--- src/hdl/assert_macros.svh ---
// Assertion helpers used by the deframer top-level RTL
`ifndef ASSERT_MACROS_SVH
`define ASSERT_MACROS_SVH

// Check a property on every rising edge of clk_i outside reset
`define ASSERT_CLK(label, prop, msg) \
  label: assert property (@(posedge clk_i) disable iff (!rst_ni) (prop)) else $error(msg);

// Check that a condition never holds outside reset
`define ASSERT_NEVER(label, cond, msg) \
  label: assert property (@(posedge clk_i) disable iff (!rst_ni) !(cond)) else $error(msg);

`endif

--- src/hdl/spd_pkg.sv ---
package spd_pkg;

  // SLIP special bytes
  localparam logic [7:0] CH_END     = 8'hC0;
  localparam logic [7:0] CH_ESC     = 8'hDB;
  localparam logic [7:0] CH_ESC_END = 8'hDC;
  localparam logic [7:0] CH_ESC_ESC = 8'hDD;

  localparam logic [15:0] MAX_LENGTH_RESET = 16'd512;

  // Configuration register indexes
  localparam int unsigned CFG_IDX_W = 1;
  localparam logic [CFG_IDX_W-1:0] CFG_FRAME_MODE = 1'b0;
  localparam logic [CFG_IDX_W-1:0] CFG_MAX_LENGTH = 1'b1;

  // Result queue sizing
  localparam int unsigned MAX_RESULTS = 2;
  localparam int unsigned OUT_DEPTH   = 4;
  localparam int unsigned PTR_W       = $clog2(OUT_DEPTH);
  localparam int unsigned CNT_W       = $clog2(OUT_DEPTH + 1);
  localparam int unsigned RES_CNT_W   = $clog2(MAX_RESULTS + 1);

  typedef enum logic [1:0] {
    PH_HEADER,
    PH_PAYLOAD,
    PH_HUNT,
    PH_FRAME
  } phase_e;

  typedef struct packed {
    logic [7:0] data;
    logic       last;
    logic       length_error;
  } result_t;

endpackage

--- src/hdl/stream_packet_deframer_top.sv ---
// Stream packet deframer.
// Input channel: one received byte per transfer (in_valid_i / in_ready_o).
// Output channel: one payload byte per transfer with last and length_error
// (out_valid_o / out_ready_i). Configuration: cfg_we_i writes cfg_data_i into
// register cfg_index_i (0 frame_mode, 1 max_length); a frame_mode write
// restarts deframing in the new mode.
// Each accepted byte is decoded in the cycle it is taken and yields zero, one
// or two results, which go into a four-entry result queue; from there they are
// offered on the output in order. SLIP payload is held back one byte, so a
// SLIP data byte leaves when the next byte of its frame (or the closing END)
// arrives.
// Throughput: one input byte per cycle while the queue has room for two
// results; the output drains one result per cycle while out_ready_i is high,
// which sets the sustained rate when bytes produce more than one result.
// Reset clears the queue, selects length-prefix mode with max_length 512 and
// waits for a header. When the receiver stalls, results pile up in the queue
// and input is held off once fewer than two free entries remain.
`include "assert_macros.svh"

module stream_packet_deframer_top
  import spd_pkg::*;
(
  input  logic                 clk_i,
  input  logic                 rst_ni,
  input  logic                 cfg_we_i,
  input  logic [CFG_IDX_W-1:0] cfg_index_i,
  input  logic [15:0]          cfg_data_i,
  input  logic                 in_valid_i,
  output logic                 in_ready_o,
  input  logic [7:0]           in_byte_i,
  output logic                 out_valid_o,
  input  logic                 out_ready_i,
  output logic [7:0]           out_byte_o,
  output logic                 last_o,
  output logic                 length_error_o
);

  // Configuration
  logic        frame_mode_q;
  logic [15:0] max_length_q;

  // Deframing state
  phase_e      phase_q, phase_d;
  logic [23:0] header_shift_q, header_shift_d;
  logic [1:0]  header_count_q, header_count_d;
  logic [15:0] bytes_left_q, bytes_left_d;
  logic [7:0]  held_byte_q, held_byte_d;
  logic        held_valid_q, held_valid_d;
  logic        escape_q, escape_d;

  // Result queue
  result_t          queue_q [OUT_DEPTH];
  logic [PTR_W-1:0] wr_ptr_q, rd_ptr_q;
  logic [CNT_W-1:0] count_q, count_d;

  result_t              res [MAX_RESULTS];
  logic [RES_CNT_W-1:0] res_cnt;

  logic        in_fire, out_fire, mode_write;
  logic [31:0] header_len;
  logic        len_bad;
  logic [15:0] left_dec;
  logic        esc_pair;

  // Terms used by the checks
  logic        slip_busy, slip_phase, err_dirty;

  assign in_ready_o  = (count_q <= CNT_W'(OUT_DEPTH - MAX_RESULTS));
  assign in_fire     = in_valid_i & in_ready_o;
  assign out_valid_o = (count_q != '0);
  assign out_fire    = out_valid_o & out_ready_i;
  assign mode_write  = cfg_we_i & (cfg_index_i == CFG_FRAME_MODE);

  assign out_byte_o     = queue_q[rd_ptr_q].data;
  assign last_o         = queue_q[rd_ptr_q].last;
  assign length_error_o = queue_q[rd_ptr_q].length_error;

  // Header value and range check; decrement of the remaining payload count
  assign header_len = {header_shift_q, in_byte_i};
  assign len_bad    = (header_len[31:16] != '0) || (header_len[15:0] == '0) ||
                      (header_len[15:0] > max_length_q);
  assign left_dec   = (bytes_left_q != '0) ? bytes_left_q - 16'd1 : '0;
  assign esc_pair   = escape_q &&
                      ((in_byte_i == CH_ESC_END) || (in_byte_i == CH_ESC_ESC));

  // Next phase
  always_comb begin
    phase_d = phase_q;
    if (frame_mode_q) begin
      if (phase_q != PH_FRAME) begin
        phase_d = (in_byte_i == CH_END) ? PH_FRAME : PH_HUNT;
      end else if (!esc_pair && (in_byte_i == CH_END)) begin
        phase_d = PH_HUNT;
      end
    end else begin
      if (phase_q != PH_PAYLOAD) begin
        phase_d = ((header_count_q == 2'd3) && !len_bad) ? PH_PAYLOAD : PH_HEADER;
      end else begin
        phase_d = (left_dec == '0) ? PH_HEADER : PH_PAYLOAD;
      end
    end
  end

  // Datapath and results of one input byte
  always_comb begin
    header_shift_d = header_shift_q;
    header_count_d = header_count_q;
    bytes_left_d   = bytes_left_q;
    held_byte_d    = held_byte_q;
    held_valid_d   = held_valid_q;
    escape_d       = escape_q;
    res[0]         = '0;
    res[1]         = '0;
    res_cnt        = '0;
    if (frame_mode_q) begin
      if (phase_q != PH_FRAME) begin
        // hunt: an END opens a frame
        if (in_byte_i == CH_END) begin
          held_valid_d = 1'b0;
          escape_d     = 1'b0;
        end
      end else if (esc_pair) begin
        // escaped END or ESC: release held byte, hold the decoded one
        escape_d = 1'b0;
        if (held_valid_q) begin
          res[0]  = '{data: held_byte_q, last: 1'b0, length_error: 1'b0};
          res_cnt = RES_CNT_W'(1);
        end
        held_byte_d  = (in_byte_i == CH_ESC_END) ? CH_END : CH_ESC;
        held_valid_d = 1'b1;
      end else begin
        // a lone ESC before another byte counts as data
        if (escape_q) begin
          escape_d = 1'b0;
          if (held_valid_q) begin
            res[0]  = '{data: held_byte_q, last: 1'b0, length_error: 1'b0};
            res_cnt = RES_CNT_W'(1);
          end
          held_byte_d  = CH_ESC;
          held_valid_d = 1'b1;
        end
        if (in_byte_i == CH_END) begin
          // close frame, last goes on the held byte
          if (held_valid_d) begin
            res[res_cnt[0]] = '{data: held_byte_d, last: 1'b1, length_error: 1'b0};
            res_cnt         = res_cnt + RES_CNT_W'(1);
          end
          held_valid_d = 1'b0;
        end else if (in_byte_i == CH_ESC) begin
          escape_d = 1'b1;
        end else begin
          if (held_valid_d) begin
            res[res_cnt[0]] = '{data: held_byte_d, last: 1'b0, length_error: 1'b0};
            res_cnt         = res_cnt + RES_CNT_W'(1);
          end
          held_byte_d  = in_byte_i;
          held_valid_d = 1'b1;
        end
      end
    end else begin
      if (phase_q != PH_PAYLOAD) begin
        // collect header, check it on the fourth byte
        header_shift_d = header_len[23:0];
        header_count_d = header_count_q + 2'd1;
        if (header_count_q == 2'd3) begin
          if (len_bad) begin
            res[0]  = '{data: 8'h00, last: 1'b0, length_error: 1'b1};
            res_cnt = RES_CNT_W'(1);
          end else begin
            bytes_left_d = header_len[15:0];
          end
        end
      end else begin
        bytes_left_d = left_dec;
        res[0]       = '{data: in_byte_i, last: (left_dec == '0), length_error: 1'b0};
        res_cnt      = RES_CNT_W'(1);
      end
    end
  end

  // Queue occupancy
  always_comb begin
    count_d = count_q;
    if (in_fire) begin
      count_d = count_d + CNT_W'(res_cnt);
    end
    if (out_fire) begin
      count_d = count_d - CNT_W'(1);
    end
  end

  // Configuration registers
  always_ff @(posedge clk_i or negedge rst_ni) begin
    if (!rst_ni) begin
      frame_mode_q <= 1'b0;
      max_length_q <= MAX_LENGTH_RESET;
    end else if (cfg_we_i) begin
      if (cfg_index_i == CFG_FRAME_MODE) begin
        frame_mode_q <= cfg_data_i[0];
      end else begin
        max_length_q <= cfg_data_i;
      end
    end
  end

  // Control state: restart on a mode write, advance on an input transfer
  always_ff @(posedge clk_i or negedge rst_ni) begin
    if (!rst_ni) begin
      phase_q        <= PH_HEADER;
      header_count_q <= '0;
      held_valid_q   <= 1'b0;
      escape_q       <= 1'b0;
    end else if (mode_write) begin
      phase_q        <= cfg_data_i[0] ? PH_HUNT : PH_HEADER;
      header_count_q <= '0;
      held_valid_q   <= 1'b0;
      escape_q       <= 1'b0;
    end else if (in_fire) begin
      phase_q        <= phase_d;
      header_count_q <= header_count_d;
      held_valid_q   <= held_valid_d;
      escape_q       <= escape_d;
    end
  end

  // Payload state
  always_ff @(posedge clk_i) begin
    if (in_fire) begin
      header_shift_q <= header_shift_d;
      bytes_left_q   <= bytes_left_d;
      held_byte_q    <= held_byte_d;
    end
  end

  // Queue pointers and count
  always_ff @(posedge clk_i or negedge rst_ni) begin
    if (!rst_ni) begin
      wr_ptr_q <= '0;
      rd_ptr_q <= '0;
      count_q  <= '0;
    end else begin
      if (in_fire) begin
        wr_ptr_q <= wr_ptr_q + PTR_W'(res_cnt);
      end
      if (out_fire) begin
        rd_ptr_q <= rd_ptr_q + PTR_W'(1);
      end
      count_q <= count_d;
    end
  end

  // Queue storage: write up to two results per transfer
  always_ff @(posedge clk_i) begin
    if (in_fire) begin
      if (res_cnt != '0) begin
        queue_q[wr_ptr_q] <= res[0];
      end
      if (res_cnt == RES_CNT_W'(MAX_RESULTS)) begin
        queue_q[wr_ptr_q + PTR_W'(1)] <= res[1];
      end
    end
  end

  assign slip_busy  = held_valid_q | escape_q;
  assign slip_phase = (phase_q == PH_HUNT) || (phase_q == PH_FRAME);
  assign err_dirty  = length_error_o & (last_o | (out_byte_o != '0));

  `ASSERT_NEVER(a_queue_overflow, count_q > CNT_W'(OUT_DEPTH), "result queue overflow")
  `ASSERT_NEVER(a_error_clean, out_valid_o && err_dirty, "error result carries data")
  `ASSERT_CLK(a_held_in_frame, slip_busy |-> (phase_q == PH_FRAME), "SLIP state out of frame")
  `ASSERT_NEVER(a_mode_phase, !frame_mode_q && slip_phase, "SLIP phase in length mode")

endmodule
--- config.mk ---
export PLATFORM = sky130hd
export DESIGN_NAME = stream_packet_deframer_top
export DESIGN_NICKNAME = d
export VERILOG_FILES = /design/src/hdl/spd_pkg.sv /design/src/hdl/stream_packet_deframer_top.sv
export VERILOG_INCLUDE_DIRS = /design/src /design/src/hdl
export SDC_FILE = /design/constraint.sdc
export NUM_CORES = 1
export LEC_CHECK = 0
export ABC_CLOCK_PERIOD_IN_PS = 4100
export BUFFER_PORTS_ARGS = -buffer_cell sky130_fd_sc_hd__buf_2
export CAP_MARGIN = 5
export CORE_MARGIN = 2
export CORE_UTILIZATION = 43
export CTS_CLUSTER_SIZE = 25
export DETAILED_ROUTE_END_ITERATION = 7
export PLACE_DENSITY = 0.61
export REMOVE_ABC_BUFFERS = 1
export SLEW_MARGIN = 20
export SYNTH_ARGS = -nofsm -noshare
export SYNTH_HDL_FRONTEND = slang
export SYNTH_SLANG_ARGS = --single-unit
export TNS_END_PERCENT = 5
--- constraint.sdc ---
create_clock -name clk_i -period 4.1 [get_ports clk_i]
set_clock_uncertainty 0.15 [all_clocks]
set_input_delay 0.82 -clock clk_i [delete_from_list [all_inputs] [get_ports clk_i]]
set_output_delay 0.82 -clock clk_i [all_outputs]
set_load 0.005 [all_outputs]
==> results_dict.tcl, run 1 <==
set metrics [dict create \
    reg2regPathDepth 14 \
    p_sw_share_pct 26.4 \
    powerDensity_nw_per_um2 522 \
    ys.flop_type "edfxtp_1" \
    overflow 0 \
    relSlewSlack_pct 50.5 \
    synth_top_cell_by_area "edfxtp_1" \
    start_kind "primary input" \
    yosys.area_share.simple_pct 15.1 \
    tightest_slew_ps 743 \
    htreeDepth 4 \
    synth_top_area_share_pct 43.1 \
    antenna_found_initial 0 \
    die_x_um 123 \
    postRouteAntennaNets 0 \
    total_power_mw 3.76 \
    rows 43 \
    clock_sinks 118 \
    final_cell_mix "edfxtp_1 (88), nand2_1 (77), buf_2 (41)" \
    firstDrtPassIters 5 \
    drv_slew 0 \
    drc 0 \
    synth_top_family_by_area "simple AND/OR/NAND/NOR gates" \
    cts_hold_buf 0 \
    cts-root-buf "clkbuf_16" \
    design_area_um2 7210 \
    timing.rr.end "count_q[2]$_DFF_PN0_" \
    synth_edf_count 88 \
    synth-seq-cells 118 \
    synth.area.top_cells "edfxtp_1 (43%), dfrtp_1 (12%), nand2_1 (4.7%), ha_1 (4.7%), mux4_2 (3.7%)" \
    timing.fmax_mhz 276 \
    vias 4327 \
    p_sw_mw 0.994 \
    syn_inst 532 \
    min_path_type "in2async" \
    antennaDiodeCount 0 \
    setup_violations 0 \
    fp.coreArea_um2 13900 \
    cts-buffers-inserted 17 \
    synth_fa_ha_area_share_pct 5.02 \
    viasPerCell 5.51 \
    worstSetupPathType "in2reg" \
    finalCritPeriodShare_pct 88.4 \
    hold_viol_final 0 \
    place_ws_ps 26.9 \
    cp-end-kind "flop" \
    async_flop_share_pct 25.4 \
    place_area_um2 6620 \
    cp.required_ps 4250 \
    clk_latency_ps 420 \
    gp_congestion 0.849 \
    synth_cell_type_count 61 \
    syn_avg_cell_area_um2 11.5 \
    cap_violations 0 \
    fin_tns_setup_ps 0 \
    track_usage_pct 19.5 \
    r2r_setup_slack_ps 550 \
    ys_seq_area_share_pct 55.4 \
    synth-xor-area-share_pct 2.43 \
    ios 42 \
    synth_warnings 0 \
    grt_max_degree 31 \
    wire_per_inst_um 17.3 \
    p_leak_nw 2.92 \
    postCtsSetupRepairBufs 0 \
    cts.path.max_buffers 2 \
    outcome "completed" \
    drtIter0Drc 349 \
    power.share.sequential_pct 42.2 \
    die_area_um2 15200 \
    grt_pass1_wl_um 22200 \
    dpl.hpwl_um 9820 \
    cts.reportedPaths.clkPinSlew_ps 50 \
    layout.nets 646 \
    cts_tree "yes" \
    areaGrowthSynthToFinish_pct 17.7 \
    mostFrequentLayoutCell "edfxtp_1" \
    syn_area_um2 6130 \
    grt_setup_unrepaired "no" \
    wl_um 13500 \
    layout-drive-gt1-share_pct 18.8 \
    synth_mux_area_share_pct 8.90 \
    critPathMaxFanout 3 \
    period_needed_ps 3620 \
    initial_core_util_pct 44.1 \
    io_buffers 41 \
    cts.repair.resized 0 \
    synth_compound_area_share_pct 10.2 \
    rr_startpoint "header_shift_q[6]$_DFFE_PP_" \
    irDropWorstVdd_v 0.000365 \
    arrival_ps 3770 \
    grt_pass1_vias 4343 \
    clockPowerShare_pct 40.0 \
    pwr-share-comb_pct 17.8 \
    fin_ws_ps 477 \
    p_int_mw 2.77 \
    die_h_um 123 \
]
==> cell families (layout without fill, tap and decap cells) <==
logic type / Yosys count / after routing
flops: 118 / 118
mux: 40 / 40
fa+ha+maj: 24 / 24
compound gates: 97 / 97
buf+inv: 46 / 119
xor+xnor: 17 / 17
simple gates: 190 / 190
==> state kept, by name, summed over array words and instances (netlist names) <==
| register | count |
|---|---|
| header_count_q | 2 |
| header_shift_q | 24 |
| queue_q | 40 |
| bytes_left_q | 16 |
| held_valid_q | 1 |
| held_byte_q | 8 |
| phase_q | 2 |
| max_length_q | 16 |
| frame_mode_q | 1 |
| rd_ptr_q | 2 |
| count_q | 3 |
| escape_q | 1 |
| wr_ptr_q | 2 |
==> power by group through the flow <==
stage                     Combinational (mW)  Clock, mW  Sequential [mW]
after floorplan                        0.459          0             1.57
after global routing                   0.759       1.59             1.62
after global placement                 0.655          0             1.61
after detailed placement               0.678          0             1.61
after CTS                              0.680       1.52             1.59
final                                  0.669       1.51             1.59
==> critical path, cell delays in order <==
cell and delay [ps]:
buf_2 120, ha_1 320, a41oi_1 200, o21ai_0 120, a221o_1 360, o31a_1 300
nand2_1 80, and2_1 140, inv_1 70, ha_1 190, fa_1 440, mux2i_1 210
ha_1 180, nand2_1 60, xor2_1 160
==> metal layers <==
layer | global-route usage (%) | vias up | share of wire [%]
met4 | 7.32 | 0 | 2.1
li1 | - | 2101 | -
met1 | 26.2 | 2086 | 45
met3 | 5.26 | 23 | 4.8
met5 | 0 | - | 0
met2 | 30.4 | 117 | 48
==> cell usage after synthesis, types with 3 or more instances <==
| cell | number |
|---|---|
| edfxtp_1 | 88 |
| nand2_1 | 77 |
| nor2_1 | 34 |
| o21ai_0 | 32 |
| dfrtp_1 | 29 |
| inv_1 | 29 |
| ha_1 | 23 |
| mux2_2 | 16 |
| nor3_1 | 15 |
| a21oi_1 | 14 |
| mux2i_1 | 14 |
| nand3_1 | 12 |
| clkbuf_1 | 10 |
| mux4_2 | 10 |
| nor4_1 | 9 |
| o31ai_1 | 9 |
| xor2_1 | 9 |
| xnor2_1 | 8 |
| a21boi_0 | 7 |
| nand4_1 | 5 |
| nand4b_1 | 5 |
| nor2b_1 | 5 |
| a21o_1 | 4 |
| buf_2 | 4 |
| nand2b_1 | 4 |
| or3_1 | 4 |
| a211oi_1 | 3 |
| a22oi_1 | 3 |
| and2_1 | 3 |
| and4_1 | 3 |
| o211ai_1 | 3 |
| o21a_1 | 3 |
| o22ai_1 | 3 |
==> cell type report <==
type                            count  area, µm²
Inverter                           30        113
Sequential cell                   118       3390
Clock buffer                       20        437
Tap cell                          180        225
Clock inverter                     12        159
Multi-Input combinational cell    368       2560
Timing Repair Buffer               57        325
Fill cell                        1214       6670
==> worst max-delay path by stage <==
| stage | start | slack, ps | cells after the start | to |
|---|---|---|---|---|
| 4_1_cts | in_byte_i[7] | 460 | 15 | count_q[2]$_DFF_PN0_ |
| 5_1_grt | header_shift_q[6]$_DFFE_PP_ | 240 | 14 | count_q[2]$_DFF_PN0_ |
| 3_3_place_gp | in_byte_i[7] | 140 | 15 | count_q[2]$_DFF_PN0_ |
| 2_1_floorplan | in_byte_i[7] | 380 | 14 | count_q[2]$_DFF_PN0_ |
| 6_report | in_byte_i[7] | 480 | 15 | count_q[2]$_DFF_PN0_ |
| 3_5_place_dp | in_byte_i[7] | 30 | 15 | count_q[2]$_DFF_PN0_ |
==> through the flow <==
stage	util, %	std cells	hold WS [ps]
after floorplan	-	516	277
after global placement	47.7	753	284
after detailed placement	47.7	753	287
after CTS	52.0	785	300
after global routing	52.0	785	318
final	52.0	785	294
(Power assumes the default switching activity.)
==> run 2, diff against run 1 <==
--- a/config.mk
+++ b/config.mk
@@ -10,10 +10,10 @@
 export BUFFER_PORTS_ARGS = -buffer_cell sky130_fd_sc_hd__buf_2
 export CAP_MARGIN = 5
 export CORE_MARGIN = 2
-export CORE_UTILIZATION = 43
+export CORE_UTILIZATION = 35
 export CTS_CLUSTER_SIZE = 25
 export DETAILED_ROUTE_END_ITERATION = 7
-export PLACE_DENSITY = 0.61
+export PLACE_DENSITY = 0.52
 export REMOVE_ABC_BUFFERS = 1
 export SLEW_MARGIN = 20
 export SYNTH_ARGS = -nofsm -noshare
==> results_dict.tcl, run 2 (synthesis results as in run 1) <==
set metrics [dict create \
    cts_hold_buf 0 \
    setup_violations 0 \
    r2r_setup_slack_ps 540 \
    cts.repair.resized 0 \
    grt_setup_unrepaired "no" \
    power.share.sequential_pct 43.1 \
    dpl.hpwl_um 10500 \
    p_sw_mw 1.05 \
    multi_input_comb_area_um2 2560 \
    place_ws_ps 93.2 \
    cts-root-buf "clkbuf_16" \
    area.sequential_um2 3390 \
    layout.nets 649 \
    timing.fmax_mhz 280 \
    antenna_found_initial 0 \
    firstDrtPassIters 4 \
    gp_congestion 0.835 \
    drtIter0Drc 290 \
    fin_tns_setup_ps 0 \
    die_h_um 136 \
    powerDensity_nw_per_um2 509 \
    rr_startpoint "header_shift_q[7]$_DFFE_PP_" \
    die_x_um 136 \
    areaGrowthSynthToFinish_pct 18.5 \
    start_kind "primary input" \
    p_sw_share_pct 28.3 \
    fin_ws_ps 527 \
    postRouteAntennaNets 0 \
    postCtsSetupRepairBufs 0 \
    antennaDiodeCount 0 \
    rows 48 \
    pwr-share-comb_pct 18.5 \
    p_leak_nw 2.92 \
    wire_per_inst_um 17.6 \
    worstSetupPathType "in2reg" \
    clock_sinks 118 \
    period_needed_ps 3570 \
    cts_tree "yes" \
    relSlewSlack_pct 47.9 \
    mostFrequentLayoutCell "edfxtp_1" \
    io_buffers 41 \
    overflow 0 \
    arrival_ps 3720 \
    die_area_um2 18600 \
    drc 0 \
    track_usage_pct 17.1 \
    largest-register "queue_q" \
    htreeDepth 4 \
    p_int_mw 2.65 \
    final_cell_mix "edfxtp_1 (88), nand2_1 (77), buf_2 (41)" \
    viasPerCell 5.22 \
    cts.reportedPaths.clkPinSlew_ps 60 \
    tightest_slew_ps 782 \
    top_regs "queue_q x40, header_shift_q x24" \
    fillers 1642 \
    setup.worst_path.end "count_q[2]$_DFF_PN0_" \
    critPathMaxFanout 3 \
    cp.required_ps 4250 \
    final_util_pct 42.1 \
    drv_slew 0 \
    wl_um 14600 \
    initial_core_util_pct 35.6 \
    cts.path.max_buffers 2 \
    layout-drive-gt1-share_pct 20.1 \
    cp-end-kind "flop" \
    irDropWorstVdd_v 0.000288 \
    finalCritPeriodShare_pct 87.2 \
    cts-buffers-inserted 17 \
    min_path_type "in2async" \
    largest_reg_flops 40 \
    cap_violations 0 \
    vias 4346 \
    reg2regPathDepth 14 \
    grt_max_degree 31 \
    grt_pass1_wl_um 23800 \
    hold_viol_final 0 \
    grt_pass1_vias 4466 \
    ios 42 \
    clk_latency_ps 420 \
    outcome "completed" \
    fp.coreArea_um2 17200 \
    clockPowerShare_pct 38.4 \
    timing.rr.end "count_q[2]$_DFF_PN0_" \
    crit_start "in_byte_i[7]" \
]
run 2: final cells by class:
type | instances | area share, %
clock inverter | 15 | 1.91
tap | 225 | 3.88
timing repair buffer | 60 | 4.79
clock buffer | 17 | 5.86
multi-input combinational | 368 | 35.3
inverter | 30 | 1.55
sequential | 118 | 46.8
run 2: layer usage:
| metal | track usage (%) | share of wire [%] | up-vias |
|---|---|---|---|
| met1 | 22.4 | 46 | 2135 |
| met4 | 7.00 | 2.1 | 0 |
| li1 | - | - | 2105 |
| met5 | 0 | 0 | - |
| met3 | 3.91 | 4.4 | 20 |
| met2 | 27.3 | 48 | 86 |
run 2: worst max-delay path, cell delays in order:
cell and delay, ps:
buf_2 110, ha_1 320, a41oi_1 200, o21ai_0 120, a221o_1 360, o31a_1 280, nand2_1 80, and2_1 140
inv_1 70, ha_1 190, fa_1 430, mux2i_1 200, ha_1 170, nand2_1 60, xor2_1 170
run 2: stage by stage:
stage | std cells | cell area, µm² | hold WS, ps | power, mW
final | 833 | 7260 | 294 | 3.70
after global routing | 833 | 7260 | 310 | 3.89
after CTS | 833 | 7260 | 300 | 3.74
after detailed placement | 801 | 6700 | 287 | 2.31
after global placement | 801 | 6700 | 284 | 2.28
after floorplan | 516 | 6060 | 277 | 2.03
run 2: power by group through the flow:
stage | clock, mW | sequential (mW) | combinational [mW]
2_1_floorplan | 0 | 1.57 | 0.459
3_3_place_gp | 0 | 1.61 | 0.667
3_5_place_dp | 0 | 1.62 | 0.692
4_1_cts | 1.44 | 1.60 | 0.697
5_1_grt | 1.50 | 1.62 | 0.769
6_report | 1.42 | 1.59 | 0.685
run 2: worst min path at each step:
stage	startpoint	endpoint	slack, ps	cells after the start
final	rst_ni	max_length_q[6]$_DFFE_PN0P_	290	1
after global routing	header_shift_q[8]$_DFFE_PP_	header_shift_q[16]$_DFFE_PP_	310	0
after CTS	header_shift_q[8]$_DFFE_PP_	header_shift_q[16]$_DFFE_PP_	300	0
after detailed placement	header_shift_q[8]$_DFFE_PP_	header_shift_q[16]$_DFFE_PP_	290	0
after global placement	header_shift_q[9]$_DFFE_PP_	header_shift_q[17]$_DFFE_PP_	280	0
after floorplan	header_shift_q[9]$_DFFE_PP_	header_shift_q[17]$_DFFE_PP_	280	0
==> run 3, diff against run 2 <==
--- a/config.mk
+++ b/config.mk
@@ -10,10 +10,11 @@
 export BUFFER_PORTS_ARGS = -buffer_cell sky130_fd_sc_hd__buf_2
 export CAP_MARGIN = 5
 export CORE_MARGIN = 2
-export CORE_UTILIZATION = 35
+export CORE_UTILIZATION = 34
 export CTS_CLUSTER_SIZE = 25
 export DETAILED_ROUTE_END_ITERATION = 7
-export PLACE_DENSITY = 0.52
+export PLACE_DENSITY = 0.51
+export RECOVER_POWER = 50
 export REMOVE_ABC_BUFFERS = 1
 export SLEW_MARGIN = 20
 export SYNTH_ARGS = -nofsm -noshare
==> results_dict.tcl, run 3 (synthesis results as in run 1) <==
set metrics [dict create \
    outcome "finished with violations" \
    violations "max-capacitance violations, max-slew violations" \
    place_area_um2 6690 \
    track_usage_pct 15.9 \
    arrival_ps 3830 \
    gp_congestion 0.877 \
    postCtsSetupRepairBufs 0 \
    viasPerCell 5.21 \
    total_power_mw 3.69 \
    min_from "header_shift_q[13]$_DFFE_PP_" \
    multi_input_comb_area_um2 2550 \
    dpl.hpwl_um 10300 \
    rows 49 \
    wire_per_inst_um 17.3 \
    cts_hold_buf 0 \
    htreeDepth 4 \
    fin_tns_setup_ps 0 \
    initial_core_util_pct 34.4 \
    die_area_um2 19100 \
    hold_viol_final 0 \
    pwr-share-comb_pct 18.1 \
    drc 0 \
    worstSetupPathType "in2reg" \
    layout-drive-gt1-share_pct 17.5 \
    ios 42 \
    p_int_mw 2.61 \
    top_regs "queue_q x40, header_shift_q x24" \
    cts.repair.resized 0 \
    grt_pass1_wl_um 23600 \
    vias 4352 \
    critPathMaxFanout 6 \
    p_sw_mw 1.08 \
    drtIter0Drc 387 \
    cts.reportedPaths.clkPinSlew_ps 60 \
    mostFrequentLayoutCell "edfxtp_1" \
    relSlewSlack_pct -11.7 \
    clock_sinks 118 \
    largest-register "queue_q" \
    finalCritPeriodShare_pct 89.7 \
    grt_setup_unrepaired "no" \
    cap_violations 1 \
    design_area_um2 7220 \
    drv_slew 31 \
    cts-root-buf "clkbuf_16" \
    area.sequential_um2 3390 \
    p_leak_nw 2.86 \
    cp.required_ps 4260 \
    powerDensity_nw_per_um2 511 \
    cts.path.max_buffers 2 \
    grt_max_degree 31 \
    areaGrowthSynthToFinish_pct 17.8 \
    firstDrtPassIters 4 \
    overflow 0 \
    p_sw_share_pct 29.3 \
    start_kind "primary input" \
    holdPathStages 0 \
    layout.nets 647 \
    period_needed_ps 3680 \
    cts-buffers-inserted 17 \
    cts_tree "yes" \
    postRouteAntennaNets 0 \
    antennaDiodeCount 0 \
    clockPowerShare_pct 38.9 \
    wl_um 14400 \
    setup_violations 0 \
    reg2regPathDepth 15 \
    fillers 1704 \
    timing.hold.ws_ps 295 \
    io_buffers 41 \
    irDropWorstVdd_v 0.000271 \
    clk_latency_ps 430 \
    timing.fmax_mhz 272 \
    final_cell_mix "edfxtp_1 (88), nand2_1 (77), nor2_1 (34)" \
    tightest_slew_ps 1680 \
    antenna_found_initial 0 \
    min_path_type "reg2reg" \
    grt_pass1_vias 4420 \
    largest_reg_flops 40 \
    die_x_um 138 \
    cp-end-kind "flop" \
    power.share.sequential_pct 43.0 \
    fp.coreArea_um2 17800 \
    rr_startpoint "max_length_q[7]$_DFFE_PN0P_" \
    crit_start "in_byte_i[5]" \
    die_h_um 138 \
]
==> run 3: power groups by stage <==
| stage | clock [mW] | combinational [mW] | sequential [mW] |
|---|---|---|---|
| 3_5_place_dp | 0 | 0.681 | 1.62 |
| 5_1_grt | 1.52 | 0.753 | 1.62 |
| 3_3_place_gp | 0 | 0.661 | 1.61 |
| 2_1_floorplan | 0 | 0.459 | 1.57 |
| 6_report | 1.44 | 0.667 | 1.59 |
| 4_1_cts | 1.46 | 0.685 | 1.59 |
==> run 3: critical path, stage by stage <==
cell      delay (ps)
clkbuf_1         110
clkbuf_1         360
nand4b_1         200
clkbuf_1         240
nor3_1            90
a311oi_1         310
a21boi_1         230
and2_1           170
inv_1             70
ha_1             190
fa_1             430
mux2i_1          200
ha_1             180
nand2_1           60
xor2_1           170
==> run 3: area by class of cell <==
cell class	instances	share of cell area (%)
clock buffers	17	5.89
clock inverters	15	2.08
inverters	30	1.56
multi-input cells	368	35.4
flip-flops and latches	118	47.0
well taps	229	3.97
repair buffers	58	4.09
==> run 3: routing by layer <==
layer  share of wire [%]  GRT usage (%)  routed length [µm]
met2                  47           24.8                6730
met1                  47           21.6                6830
met5                   0              0                   0
met4                 1.7           6.28                 240
met3                 4.4           3.67                 641
==> run 3: metrics by stage <==
stage	std cells	utilization [%]	setup WS [ps]
after floorplan	516	-	380
after global placement	803	37.5	96.9
after detailed placement	803	37.5	22.3
after CTS	835	40.7	476
after global routing	835	40.5	181
final	835	40.5	423
==> run 3: final timing paths <==
check	endpoint	slack (ps)
min in group asynchronous	count_q[0]$_DFF_PN0_	660
setup / recovery	count_q[2]$_DFF_PN0_	420
hold / removal	header_shift_q[21]$_DFFE_PP_	300
hold reg to reg	header_shift_q[21]$_DFFE_PP_	300
max in group asynchronous	max_length_q[8]$_DFFE_PN0P_	2150
setup reg to reg	count_q[2]$_DFF_PN0_	590
